<file path="src/rtl/hsf_pkg.sv">
package hsf_pkg;

	// Substitute bytes that follow the escape byte in a stuffed pair.
	localparam logic [7:0] FLAG_SUBST = 8'h5E;
	localparam logic [7:0] ESC_SUBST  = 8'h5D;

	// Configuration register indexes.
	localparam int unsigned CFG_IDX_W = 8;
	localparam logic [CFG_IDX_W-1:0] REG_FLAG    = 8'd0;
	localparam logic [CFG_IDX_W-1:0] REG_ESCAPE  = 8'd1;
	localparam logic [CFG_IDX_W-1:0] REG_ADDRESS = 8'd2;
	localparam logic [CFG_IDX_W-1:0] REG_CONTROL = 8'd3;

	// Reset values of the configuration registers.
	localparam logic [7:0] FLAG_RST    = 8'h7E;
	localparam logic [7:0] ESCAPE_RST  = 8'h7D;
	localparam logic [7:0] ADDRESS_RST = 8'h03;
	localparam logic [7:0] CONTROL_RST = 8'h00;

	// Output slots of one item, in line order.
	localparam int unsigned SLOT_N = 9;
	typedef logic [3:0] slot_t;
	typedef logic [SLOT_N-1:0] slot_mask_t;
	localparam slot_t SLOT_OPEN_FLAG = 4'd0;
	localparam slot_t SLOT_ADDRESS   = 4'd1;
	localparam slot_t SLOT_CONTROL   = 4'd2;
	localparam slot_t SLOT_HDR_CHECK = 4'd3;
	localparam slot_t SLOT_DATA_A    = 4'd4;
	localparam slot_t SLOT_DATA_B    = 4'd5;
	localparam slot_t SLOT_CHECK_A   = 4'd6;
	localparam slot_t SLOT_CHECK_B   = 4'd7;
	localparam slot_t SLOT_CLOSE     = 4'd8;

	// Configuration register bank contents.
	typedef struct packed {
		logic [7:0] flag;
		logic [7:0] escape;
		logic [7:0] address;
		logic [7:0] control;
	} cfg_t;

	// One item held between the input register and the output register.
	typedef struct packed {
		logic       valid;
		logic [7:0] data;
		logic [7:0] check;
		slot_mask_t mask;
	} job_t;

	// True when a byte has to be sent as an escape pair.
	function automatic logic needs_stuff(input logic [7:0] b, input cfg_t cfg);
		return (b == cfg.flag) || (b == cfg.escape);
	endfunction

	// Second byte of an escape pair; the flag test wins when flag equals escape.
	function automatic logic [7:0] stuff_second(input logic [7:0] b, input cfg_t cfg);
		return (b == cfg.flag) ? FLAG_SUBST : ESC_SUBST;
	endfunction

endpackage

</file>
<file path="src/rtl/hsf_in_if.sv">
interface hsf_in_if;
	logic       valid;
	logic       ready;
	logic [7:0] payload_byte;
	logic       final_byte;

	modport source(output valid, output payload_byte, output final_byte, input ready);
	modport sink(input valid, input payload_byte, input final_byte, output ready);
endinterface

</file>
<file path="src/rtl/hsf_out_if.sv">
interface hsf_out_if;
	logic       valid;
	logic       ready;
	logic [7:0] line_byte;
	logic       run_last;
	logic       frame_done;

	modport source(output valid, output line_byte, output run_last, output frame_done,
		input ready);
	modport sink(input valid, input line_byte, input run_last, input frame_done,
		output ready);
endinterface

</file>
<file path="src/rtl/hsf_cfg_if.sv">
interface hsf_cfg_if;
	logic                          valid;
	logic                          ready;
	logic [hsf_pkg::CFG_IDX_W-1:0] index;
	logic [7:0]                    data;

	modport source(output valid, output index, output data, input ready);
	modport sink(input valid, input index, input data, output ready);
endinterface

</file>
<file path="src/rtl/hsf_cfg_regs.sv">
module hsf_cfg_regs (
	input  logic          clk,
	input  logic          arst_n,
	hsf_cfg_if.sink       cfg,
	output hsf_pkg::cfg_t regs
);

	hsf_pkg::cfg_t regs_q;

	// Writes are always taken; unknown indexes are dropped.
	assign cfg.ready = 1'b1;
	assign regs      = regs_q;

	// Register bank.
	always_ff @(posedge clk or negedge arst_n) begin
		if (!arst_n) begin
			regs_q.flag    <= hsf_pkg::FLAG_RST;
			regs_q.escape  <= hsf_pkg::ESCAPE_RST;
			regs_q.address <= hsf_pkg::ADDRESS_RST;
			regs_q.control <= hsf_pkg::CONTROL_RST;
		end else if (cfg.valid) begin
			unique case (cfg.index)
				hsf_pkg::REG_FLAG:    regs_q.flag    <= cfg.data;
				hsf_pkg::REG_ESCAPE:  regs_q.escape  <= cfg.data;
				hsf_pkg::REG_ADDRESS: regs_q.address <= cfg.data;
				hsf_pkg::REG_CONTROL: regs_q.control <= cfg.data;
				default: ;
			endcase
		end
	end

endmodule

</file>
<file path="src/rtl/hsf_entry.sv">
module hsf_entry (
	input  logic          clk,
	input  logic          arst_n,
	hsf_in_if.sink        item_in,
	input  hsf_pkg::cfg_t regs,
	input  logic          advance,
	output hsf_pkg::job_t job
);

	logic                valid_s1;
	logic [7:0]          data_s1;
	logic [7:0]          check_s1;
	hsf_pkg::slot_mask_t mask_s1;
	logic                inside_q;
	logic [7:0]          check_q;
	logic                accept;
	logic                first;
	logic                retire;
	logic [7:0]          check_new;
	hsf_pkg::slot_mask_t mask_new;
	hsf_pkg::slot_mask_t mask_rest;

	assign job = {valid_s1, data_s1, check_s1, mask_s1};

	// The held item leaves when its last slot moves to the output register.
	assign retire        = advance && $onehot(mask_s1);
	assign item_in.ready = !valid_s1 || retire;
	assign accept        = item_in.valid && item_in.ready;

	// Frame state seen by the incoming byte.
	assign first     = !inside_q;
	assign check_new = (first ? 8'h00 : check_q) ^ item_in.payload_byte;

	// Slots this item produces: header only on the first byte of a frame,
	// check and closing flag only on the final byte.
	always_comb begin
		mask_new = '0;
		mask_new[hsf_pkg::SLOT_OPEN_FLAG] = first;
		mask_new[hsf_pkg::SLOT_ADDRESS]   = first;
		mask_new[hsf_pkg::SLOT_CONTROL]   = first;
		mask_new[hsf_pkg::SLOT_HDR_CHECK] = first;
		mask_new[hsf_pkg::SLOT_DATA_A]    = 1'b1;
		mask_new[hsf_pkg::SLOT_DATA_B]    = hsf_pkg::needs_stuff(item_in.payload_byte, regs);
		mask_new[hsf_pkg::SLOT_CHECK_A]   = item_in.final_byte;
		mask_new[hsf_pkg::SLOT_CHECK_B]   = item_in.final_byte &&
			hsf_pkg::needs_stuff(check_new, regs);
		mask_new[hsf_pkg::SLOT_CLOSE]     = item_in.final_byte;
	end

	// Drop the slot just sent (the lowest one still pending).
	assign mask_rest = mask_s1 & ~(mask_s1 & (~mask_s1 + 1'b1));

	// Frame tracking.
	always_ff @(posedge clk or negedge arst_n) begin
		if (!arst_n) begin
			inside_q <= 1'b0;
			check_q  <= 8'h00;
		end else if (accept) begin
			inside_q <= !item_in.final_byte;
			check_q  <= item_in.final_byte ? 8'h00 : check_new;
		end
	end

	// Input register valid bit.
	always_ff @(posedge clk or negedge arst_n) begin
		if (!arst_n) begin
			valid_s1 <= 1'b0;
		end else if (accept) begin
			valid_s1 <= 1'b1;
		end else if (retire) begin
			valid_s1 <= 1'b0;
		end
	end

	// Input register payload and pending slots.
	always_ff @(posedge clk) begin
		if (accept) begin
			data_s1  <= item_in.payload_byte;
			check_s1 <= check_new;
			mask_s1  <= mask_new;
		end else if (advance) begin
			mask_s1  <= mask_rest;
		end
	end

endmodule

</file>
<file path="src/rtl/hsf_emit.sv">
module hsf_emit (
	input  logic          clk,
	input  logic          arst_n,
	input  hsf_pkg::cfg_t regs,
	input  hsf_pkg::job_t job,
	output logic          advance,
	hsf_out_if.source     line_out
);

	logic             valid_q;
	logic [7:0]       byte_q;
	logic             last_q;
	logic             done_q;
	hsf_pkg::slot_t   slot;
	logic [7:0]       byte_d;
	logic             done_d;

	assign line_out.valid      = valid_q;
	assign line_out.line_byte  = byte_q;
	assign line_out.run_last   = last_q;
	assign line_out.frame_done = done_q;

	// Move one byte whenever the output register is free or being emptied.
	assign advance = job.valid && (!valid_q || line_out.ready);

	// Lowest pending slot.
	always_comb begin
		slot = hsf_pkg::SLOT_CLOSE;
		for (int i = hsf_pkg::SLOT_N - 1; i >= 0; i--) begin
			if (job.mask[i]) begin
				slot = hsf_pkg::slot_t'(i);
			end
		end
	end

	// Byte for that slot.
	always_comb begin
		done_d = 1'b0;
		case (slot)
			hsf_pkg::SLOT_OPEN_FLAG: byte_d = regs.flag;
			hsf_pkg::SLOT_ADDRESS:   byte_d = regs.address;
			hsf_pkg::SLOT_CONTROL:   byte_d = regs.control;
			hsf_pkg::SLOT_HDR_CHECK: byte_d = regs.address ^ regs.control;
			hsf_pkg::SLOT_DATA_A:
				byte_d = hsf_pkg::needs_stuff(job.data, regs) ? regs.escape : job.data;
			hsf_pkg::SLOT_DATA_B:    byte_d = hsf_pkg::stuff_second(job.data, regs);
			hsf_pkg::SLOT_CHECK_A:
				byte_d = hsf_pkg::needs_stuff(job.check, regs) ? regs.escape : job.check;
			hsf_pkg::SLOT_CHECK_B:   byte_d = hsf_pkg::stuff_second(job.check, regs);
			hsf_pkg::SLOT_CLOSE: begin
				byte_d = regs.flag;
				done_d = 1'b1;
			end
			default:                 byte_d = regs.flag;
		endcase
	end

	// Output register valid bit.
	always_ff @(posedge clk or negedge arst_n) begin
		if (!arst_n) begin
			valid_q <= 1'b0;
		end else if (advance) begin
			valid_q <= 1'b1;
		end else if (line_out.ready) begin
			valid_q <= 1'b0;
		end
	end

	// Output register payload.
	always_ff @(posedge clk) begin
		if (advance) begin
			byte_q <= byte_d;
			last_q <= $onehot(job.mask);
			done_q <= done_d;
		end
	end

endmodule

</file>
<file path="src/rtl/hdlc_style_byte_stuffing_framer_core.sv">
// Byte-stuffing framer with XOR block check. Each accepted payload byte yields
// one to nine line bytes: the first byte of a frame adds flag, address, control
// and address^control ahead of it, a payload byte equal to the flag or escape
// value goes out as escape,0x5E or escape,0x5D, and the final byte adds the
// stuffed XOR of the frame's payload and a closing flag (frame_done set). The
// line side moves one byte per cycle from a single output register while it is
// ready, and an item stays in the input register until its last line byte has
// moved to the output register. The next item is taken in the cycle its
// predecessor's last byte enters the output register, so a stalled line side
// holds back at most one waiting item. Configuration writes are always taken
// and must only happen while idle.
module hdlc_style_byte_stuffing_framer_core (
	input  logic      clk,
	input  logic      arst_n,
	hsf_in_if.sink    item_in,
	hsf_out_if.source line_out,
	hsf_cfg_if.sink   cfg
);

	hsf_pkg::cfg_t regs;
	hsf_pkg::job_t job;
	logic          advance;

	// Configuration registers.
	hsf_cfg_regs u_cfg_regs (
		.clk    (clk),
		.arst_n (arst_n),
		.cfg    (cfg),
		.regs   (regs)
	);

	// Input register and frame state.
	hsf_entry u_entry (
		.clk     (clk),
		.arst_n  (arst_n),
		.item_in (item_in),
		.regs    (regs),
		.advance (advance),
		.job     (job)
	);

	// Slot selection and output register.
	hsf_emit u_emit (
		.clk      (clk),
		.arst_n   (arst_n),
		.regs     (regs),
		.job      (job),
		.advance  (advance),
		.line_out (line_out)
	);

endmodule

</file>
<file path="src/flat_wrapper.sv">
// flat-port wrapper written by rule: the top's interface ports become plain ports
module hdlc_style_byte_stuffing_framer_core_flat 
  (clk, arst_n, item_in_valid, item_in_payload_byte, item_in_final_byte, item_in_ready, line_out_valid, line_out_line_byte, line_out_run_last, line_out_frame_done, line_out_ready, cfg_valid, cfg_index, cfg_data, cfg_ready);
  hsf_in_if item_in_i ();
  hsf_out_if line_out_i ();
  hsf_cfg_if cfg_i ();
  input  logic clk;
  input  logic arst_n;
  input wire logic [$bits(item_in_i.valid)-1:0] item_in_valid;
  input wire logic [$bits(item_in_i.payload_byte)-1:0] item_in_payload_byte;
  input wire logic [$bits(item_in_i.final_byte)-1:0] item_in_final_byte;
  output wire logic [$bits(item_in_i.ready)-1:0] item_in_ready;
  output wire logic [$bits(line_out_i.valid)-1:0] line_out_valid;
  output wire logic [$bits(line_out_i.line_byte)-1:0] line_out_line_byte;
  output wire logic [$bits(line_out_i.run_last)-1:0] line_out_run_last;
  output wire logic [$bits(line_out_i.frame_done)-1:0] line_out_frame_done;
  input wire logic [$bits(line_out_i.ready)-1:0] line_out_ready;
  input wire logic [$bits(cfg_i.valid)-1:0] cfg_valid;
  input wire logic [$bits(cfg_i.index)-1:0] cfg_index;
  input wire logic [$bits(cfg_i.data)-1:0] cfg_data;
  output wire logic [$bits(cfg_i.ready)-1:0] cfg_ready;
  assign item_in_i.valid = item_in_valid;
  assign item_in_i.payload_byte = item_in_payload_byte;
  assign item_in_i.final_byte = item_in_final_byte;
  assign item_in_ready = item_in_i.ready;
  assign line_out_valid = line_out_i.valid;
  assign line_out_line_byte = line_out_i.line_byte;
  assign line_out_run_last = line_out_i.run_last;
  assign line_out_frame_done = line_out_i.frame_done;
  assign line_out_i.ready = line_out_ready;
  assign cfg_i.valid = cfg_valid;
  assign cfg_i.index = cfg_index;
  assign cfg_i.data = cfg_data;
  assign cfg_ready = cfg_i.ready;
  hdlc_style_byte_stuffing_framer_core u_core (.clk(clk), .arst_n(arst_n), .item_in(item_in_i), .line_out(line_out_i), .cfg(cfg_i));
endmodule
</file>
<file path="config.mk">
export PLATFORM = sky130hd
export DESIGN_NAME = hdlc_style_byte_stuffing_framer_core_flat
export DESIGN_NICKNAME = d
export VERILOG_FILES = /design/src/rtl/hsf_pkg.sv /design/src/rtl/hsf_in_if.sv /design/src/rtl/hsf_out_if.sv /design/src/rtl/hsf_cfg_if.sv /design/src/rtl/hsf_cfg_regs.sv /design/src/rtl/hsf_entry.sv /design/src/rtl/hsf_emit.sv /design/src/rtl/hdlc_style_byte_stuffing_framer_core.sv /design/src/flat_wrapper.sv
export SDC_FILE = /design/constraint.sdc
export NUM_CORES = 1
export LEC_CHECK = 0
export BUFFER_PORTS_ARGS = -buffer_cell sky130_fd_sc_hd__buf_2
export CORE_MARGIN = 1
export CORE_UTILIZATION = 58
export CTS_CLUSTER_SIZE = 16
export DETAILED_ROUTE_END_ITERATION = 8
export PLACE_DENSITY = 0.82
export SYNTH_ARGS = -nofsm -noshare
export SYNTH_HDL_FRONTEND = slang
export SYNTH_SLANG_ARGS = --single-unit
</file>
<file path="constraint.sdc">
create_clock -name clk -period 9.9 [get_ports clk]
set_input_delay 0.495 -clock clk [delete_from_list [all_inputs] [get_ports clk]]
set_output_delay 0.495 -clock clk [all_outputs]
set_load 0.005 [all_outputs]
</file>
==> results_dict.tcl, run 1 <==
set metrics [dict create \
    cts.path.max_buffers 2 \
    gr-total-overflow 0 \
    leakage_uw 0.00208 \
    r2r_cells 17 \
    worst_slack_ns 3.93 \
    gr-usage-all-layers_pct 28.2 \
    initial_utilization_pct 61.2 \
    slew_headroom_pct 18.8 \
    crit_path_cell_trace "inv_1 > ha_1 > inv_1 > fa_1 > fa_1 > fa_1 > inv_1 > ha_1 > inv_1 > fa_1 > a211oi_1 > mux2i_1 > o41ai_2 > nand2_1 > inv_1 > or4_1 > o21ai_0" \
    synthAdderAreaFrac_pct 4.17 \
    rr_endpoint "u_core.u_entry.mask_s1[5]" \
    clock_latency_ns 0.35 \
    drv_cap 0 \
    reg2reg_from "u_core.u_entry.mask_s1[1]" \
    synthSimpleGateAreaFrac_pct 11.8 \
    slew_viol_final 0 \
    synthesis.nets 484 \
    clk_pin_slew_ns 0.08 \
    clock.fmax_ghz 0.168 \
    fin_crit_sh_pct 60.3 \
    finalClockSkew_ns 0.0104 \
    grt_pass1_wl_um 18500 \
    final_nets 513 \
    p_per_area_nw_per_um2 304 \
    dp_cells 561 \
    worst_hold_path_type "input port to async pin" \
    ys_ff_latch 78 \
    worst_pin_slew_ns 1.20 \
    nFillCells 620 \
    intPower_uw 927 \
    synth_compound_gate_area_share_pct 10.9 \
    cts_buffers 9 \
    irDropWorstVdd_v 0.000163 \
    routed_wl_um 11300 \
    async_flop_share_pct 55.1 \
    pwr-share-comb_pct 46.4 \
    syn_to_final_growth_pct 9.46 \
    first_global_vias 3559 \
    rsz0062_at_grt "no" \
    ys_warn_count 0 \
    syn_area_per_cell_um2 10.9 \
    place_ws_ns 3.96 \
    synth-edff-count 34 \
    port_buffers 41 \
    cts_tree "yes" \
    synth_ff_type "edfxtp_1" \
    seqPwrFrac_pct 37.4 \
    cp_common_cell "inv_1" \
    ys_seq_area_share_pct 44.5 \
    start_kind "flop" \
    synthCells 441 \
    drtPass1Iterations 5 \
    core_um2 7850 \
    route.detailed.drc 0 \
    stdcell_area_um2 5260 \
    crit_path_top_delay_cell "inv_1" \
    rrSetupSlack_ns 3.93 \
    antenna_cells 0 \
    min_period_ns 5.97 \
    swShare_pct 42.0 \
    ant_nets 0 \
    synth_cell_types 60 \
    die_h_um 93.0 \
    setup_tns_ns 0 \
    worstPathRequired_ns 9.97 \
    antenna_found_initial 0 \
    via_per_inst 6.20 \
    layout_common_cells "xnor2_1 (55), nand2_1 (45), buf_2 (41)" \
    grt_max_degree 44 \
    io_pins 43 \
    slowest_delay_ns 0.77 \
    setup-violations-final 0 \
    dieArea_um2 8650 \
    hold_violations 0 \
    gp_congestion 0.920 \
    core.rowCount 32 \
    crit_fanout 25 \
    status "finished clean" \
    arrival_ns 6.04 \
    cts_hold_buf 0 \
    final_common_cell "xnor2_1" \
    dp_hpwl_um 8560 \
    synth_top_family_by_area "XOR/XNOR gates" \
    synth_xor_xnor_area_share_pct 13.7 \
    switchingPower_uw 671 \
    root_buffer "clkbuf_8" \
    crit_type "flop to flop" \
    cts_resized 0 \
    first_iter_violations 329 \
    clock_sinks 78 \
    netlist_area_um2 4800 \
    via_count 3577 \
    clkPwrFrac_pct 16.2 \
    yosys-mux-area-fraction_pct 11.1 \
    worstSetupEndpointType "flop" \
    cts_max_level 3 \
    drt-wirelength-per-cell_um 19.6 \
    post-cts-setup-buffers 0 \
    layout.cells.non_filler 577 \
    place_area_um2 5040 \
    drive_above_1_share_pct 23.6 \
    die_w_um 93.0 \
]
-- layout make-up --
cell class	count	area [um^2]	share of cell area (%)
Multi-Input combinational cell	315	2480	47.2
Sequential cell	78	2130	40.6
Timing Repair Buffer	41	205	3.90
Clock buffer	10	128	2.43
Tap cell	102	128	2.43
Inverter	25	93.8	1.79
Clock inverter	6	86.3	1.64
-- kinds of logic (layout without fill, tap and decap cells) --
logic type	count (synthesis)	count (layout)
multiplexers	49	49
buffers and inverters	48	82
AO/OA/AOI/OAI	70	70
other	1	1
flip-flops	78	78
XOR/XNOR	72	72
adder cells (fa/ha/maj)	13	13
AND/OR/NAND/NOR	110	110
-- Yosys cell counts, drive strengths merged (14+ instances only) --
cell type / count / area (um^2)
o21ai: 14 / 70.1
clkbuf: 22 / 85.1
mux2: 32 / 360
dfrtp: 29 / 726
nand2: 45 / 169
dfstp: 14 / 368
inv: 25 / 93.8
edfxtp: 34 / 1020
nor2: 20 / 77.6
mux2i: 17 / 170
xor2: 15 / 131
xnor2: 55 / 482
-- per-layer routing --
metal / share of wire (%) / global-route usage (%) / wire length, um / vias up
li1: - / - / - / 1620
met1: 41 / 37.3 / 4690 / 1770
met2: 50 / 45.6 / 5610 / 161
met3: 6.6 / 6.59 / 745 / 26
met4: 2.3 / 9.62 / 261 / 0
met5: 0 / 0 / 0 / -
-- worst max path at each step --
stage,startpoint,cells after the start,end
finish,u_core.u_entry.mask_s1[1],17,u_core.u_entry.mask_s1[5]
global route,u_core.u_entry.mask_s1[1],17,u_core.u_entry.mask_s1[7]
CTS,u_core.u_entry.mask_s1[1],17,u_core.u_entry.mask_s1[5]
detailed placement,u_core.u_entry.mask_s1[1],17,u_core.u_entry.mask_s1[5]
global placement,u_core.u_entry.mask_s1[1],17,u_core.u_entry.mask_s1[5]
floorplan,u_core.u_entry.mask_s1[0],17,u_core.u_entry.mask_s1[5]
-- power groups by stage --
stage	Clock [uW]	Combinational (uW)	Sequential, uW
floorplan	0	569	558
global placement	0	693	596
detailed placement	0	735	601
CTS	262	738	594
global route	274	829	611
finish	259	741	597
-- registers in the layout, summed over array words and instances (netlist names) --
signal                             flops
u_core.u_entry.check_s1                8
u_core.u_entry.check_q                 8
u_core.u_entry.inside_q                1
u_core.u_entry.valid_s1                1
u_core.u_emit.line_out.run_last        1
u_core.u_cfg_regs.regs                32
u_core.u_emit.line_out.line_byte       8
u_core.u_emit.line_out.frame_done      1
u_core.u_entry.mask_s1                 9
u_core.u_emit.line_out.valid           1
u_core.u_entry.data_s1                 8
-- per-stage QoR --
stage          util [%]  power (uW)  hold WS [ns]
4_1_cts            67.0        1590         0.312
3_5_place_dp       64.2        1340         0.476
2_1_floorplan         -        1130         0.199
6_report           67.0        1600         0.284
3_3_place_gp       64.2        1290         0.461
5_1_grt            67.0        1710         0.339
-- worst max-delay path, delay by kind of cell, from the launching register on --
kind / cells / cell delay [ns]
fa+ha+maj: 6 / 2.35
compound gates: 3 / 0.66
buf+inv: 5 / 1.13
mux: 1 / 0.14
flops: 1 / 0.66
simple gates: 2 / 0.75
No activity file was read; power rests on OpenSTA's default activity.
==> inputs of run 2 (changes only) <==
clock period = 5.9 ns   (was 9.9 ns; I/O delays follow)
==> run 2 against run 1 <==
Net effect:
- final cell count rose by 0.35%
- clock skew down 0.0030 ns
- largest cell class unchanged
- via count barely moved
- clock power rose by 76%
- count of clock-buffer cells in the layout is 1 lower
- non-clock buffer count rose by 2
- cell area grew 0.55%
- combinational power up 70%
==> results_dict.tcl, run 2 (synthesis results as in run 1) <==
set metrics [dict create \
    post-cts-setup-buffers 0 \
    pwr-share-comb_pct 46.2 \
    worstSetupEndpointType "flop" \
    gr-total-overflow 0 \
    start_kind "flop" \
    clkPwrFrac_pct 16.8 \
    worst_pin_slew_ns 1.15 \
    core.rowCount 32 \
    setup_tns_ns 0 \
    layout.cells.non_filler 579 \
    crit_buf_inv 7 \
    cts_hold_buf 0 \
    cts.path.max_buffers 2 \
    setup-violations-final 0 \
    clock_sinks 78 \
    drv_cap 0 \
    root_buffer "clkbuf_8" \
    gr-usage-all-layers_pct 28.1 \
    core_um2 7850 \
    seq_area_um2 2130 \
    slew_viol_final 0 \
    cts_tree "yes" \
    switchingPower_uw 1140 \
    final_nets 515 \
    clk_pin_slew_ns 0.09 \
    clock.fmax_ghz 0.189 \
    grt_pass1_wl_um 18300 \
    multiInputGateArea_um2 2480 \
    via_count 3578 \
    io_pins 43 \
    drt-wirelength-per-cell_um 19.5 \
    die_w_um 93.0 \
    crit_path_top_delay_cell "edfxtp_1" \
    antenna_cells 0 \
    ant_nets 0 \
    power_uw 2720 \
    routed_wl_um 11300 \
    dieArea_um2 8650 \
    drtPass1Iterations 5 \
    crit_path_cell_trace "inv_1 > ha_1 > inv_1 > fa_1 > fa_1 > fa_1 > inv_1 > ha_1 > inv_1 > fa_1 > a211oi_1 > mux2i_1 > o41ai_2 > nand2_1 > buf_4 > inv_1 > buf_4 > or4_1 > o21ai_0" \
    dp_hpwl_um 8550 \
    slew_headroom_pct 22.1 \
    p_per_area_nw_per_um2 514 \
    leakage_uw 0.00209 \
    worst_hold_path_type "input port to async pin" \
    port_buffers 41 \
    layout_common_cells "xnor2_1 (55), nand2_1 (45), buf_2 (41)" \
    hold_violations 0 \
    rsz0062_at_grt "no" \
    cts_max_level 3 \
    arrival_ns 5.38 \
    drive_above_1_share_pct 24.1 \
    route.detailed.drc 0 \
    cp_common_cell "inv_1" \
    status "finished clean" \
    crit_fanout 25 \
    irDropWorstVdd_v 0.000290 \
    seqPwrFrac_pct 37.0 \
    die_h_um 93.0 \
    nFillCells 623 \
    final_common_cell "xnor2_1" \
    slowest_delay_ns 0.68 \
    gp_congestion 0.893 \
    cp_top_family "adder cells" \
    first_iter_violations 199 \
    grt_max_degree 44 \
    largest_reg_flops 32 \
    intPower_uw 1580 \
    finalClockSkew_ns 0.00738 \
    cts_buffers 9 \
    clock_latency_ns 0.36 \
    swShare_pct 41.9 \
    antenna_found_initial 0 \
    syn_to_final_growth_pct 10.1 \
    fin_crit_sh_pct 89.6 \
    crit_type "flop to flop" \
    min_period_ns 5.29 \
    dp_cells 563 \
    fin_util_pct 67.3 \
    first_global_vias 3584 \
    initial_utilization_pct 61.2 \
    via_per_inst 6.18 \
    cts_resized 0 \
    worstPathRequired_ns 6.00 \
]
## run 2: final cells by class
type,count,area share (%)
Clock buffer,9,2.34
Clock inverter,7,1.97
Inverter,25,1.78
Multi-Input combinational cell,315,46.9
Sequential cell,78,40.4
Tap cell,102,2.42
Timing Repair Buffer,43,4.17
## run 2: power groups by stage
stage / logic [uW] / registers (uW) / clock network [uW]
after CTS: 1260 / 999 / 462
after global routing: 1420 / 1020 / 481
after floorplan: 955 / 937 / 0
after global placement: 1190 / 999 / 0
after detailed placement: 1240 / 1010 / 0
final: 1260 / 1000 / 457
## run 2: worst register-to-register path: stages, from the launching register on
cell      delay, ns
edfxtp_1       0.68
inv_1          0.19
ha_1           0.32
inv_1          0.05
fa_1           0.50
fa_1           0.51
fa_1           0.48
inv_1          0.06
ha_1           0.15
inv_1          0.05
fa_1           0.38
a211oi_1       0.22
mux2i_1        0.15
o41ai_2        0.40
nand2_1        0.09
buf_4          0.22
inv_1          0.08
buf_4          0.25
or4_1          0.15
o21ai_0        0.08
## run 2: final timing paths
check / end / from / depth (start not counted) / slack, ns
min: u_core.u_entry.check_q[5] / arst_n / 1 / 0.08
min in group clk: u_core.u_entry.valid_s1 / item_in_valid / 2 / 0.14
max in group asynchronous: u_core.u_cfg_regs.regs[24] / arst_n / 1 / 5.22
min reg2reg: u_core.u_entry.check_q[5] / u_core.u_entry.check_q[5] / 2 / 0.49
max: u_core.u_entry.mask_s1[5] / u_core.u_entry.mask_s1[1] / 19 / 0.61
max reg2reg: u_core.u_entry.mask_s1[5] / u_core.u_entry.mask_s1[1] / 19 / 0.61
## run 2: stage by stage
step                setup slack [ns]  cell area, um^2  hold slack, ns
finish                         0.614             5280          0.0773
CTS                            0.624             5280           0.104
global placement               0.862             5060           0.462
detailed placement             0.634             5060           0.471
global route                   0.199             5280           0.151
floorplan                       1.16             4800       -0.000591
## run 2: layer usage
metal	vias up	routed length (um)	track usage, %
met4	0	346	11.3
met2	140	5490	45.9
met5	-	0	0
met3	34	622	5.69
met1	1771	4800	36.8
li1	1633	-	-
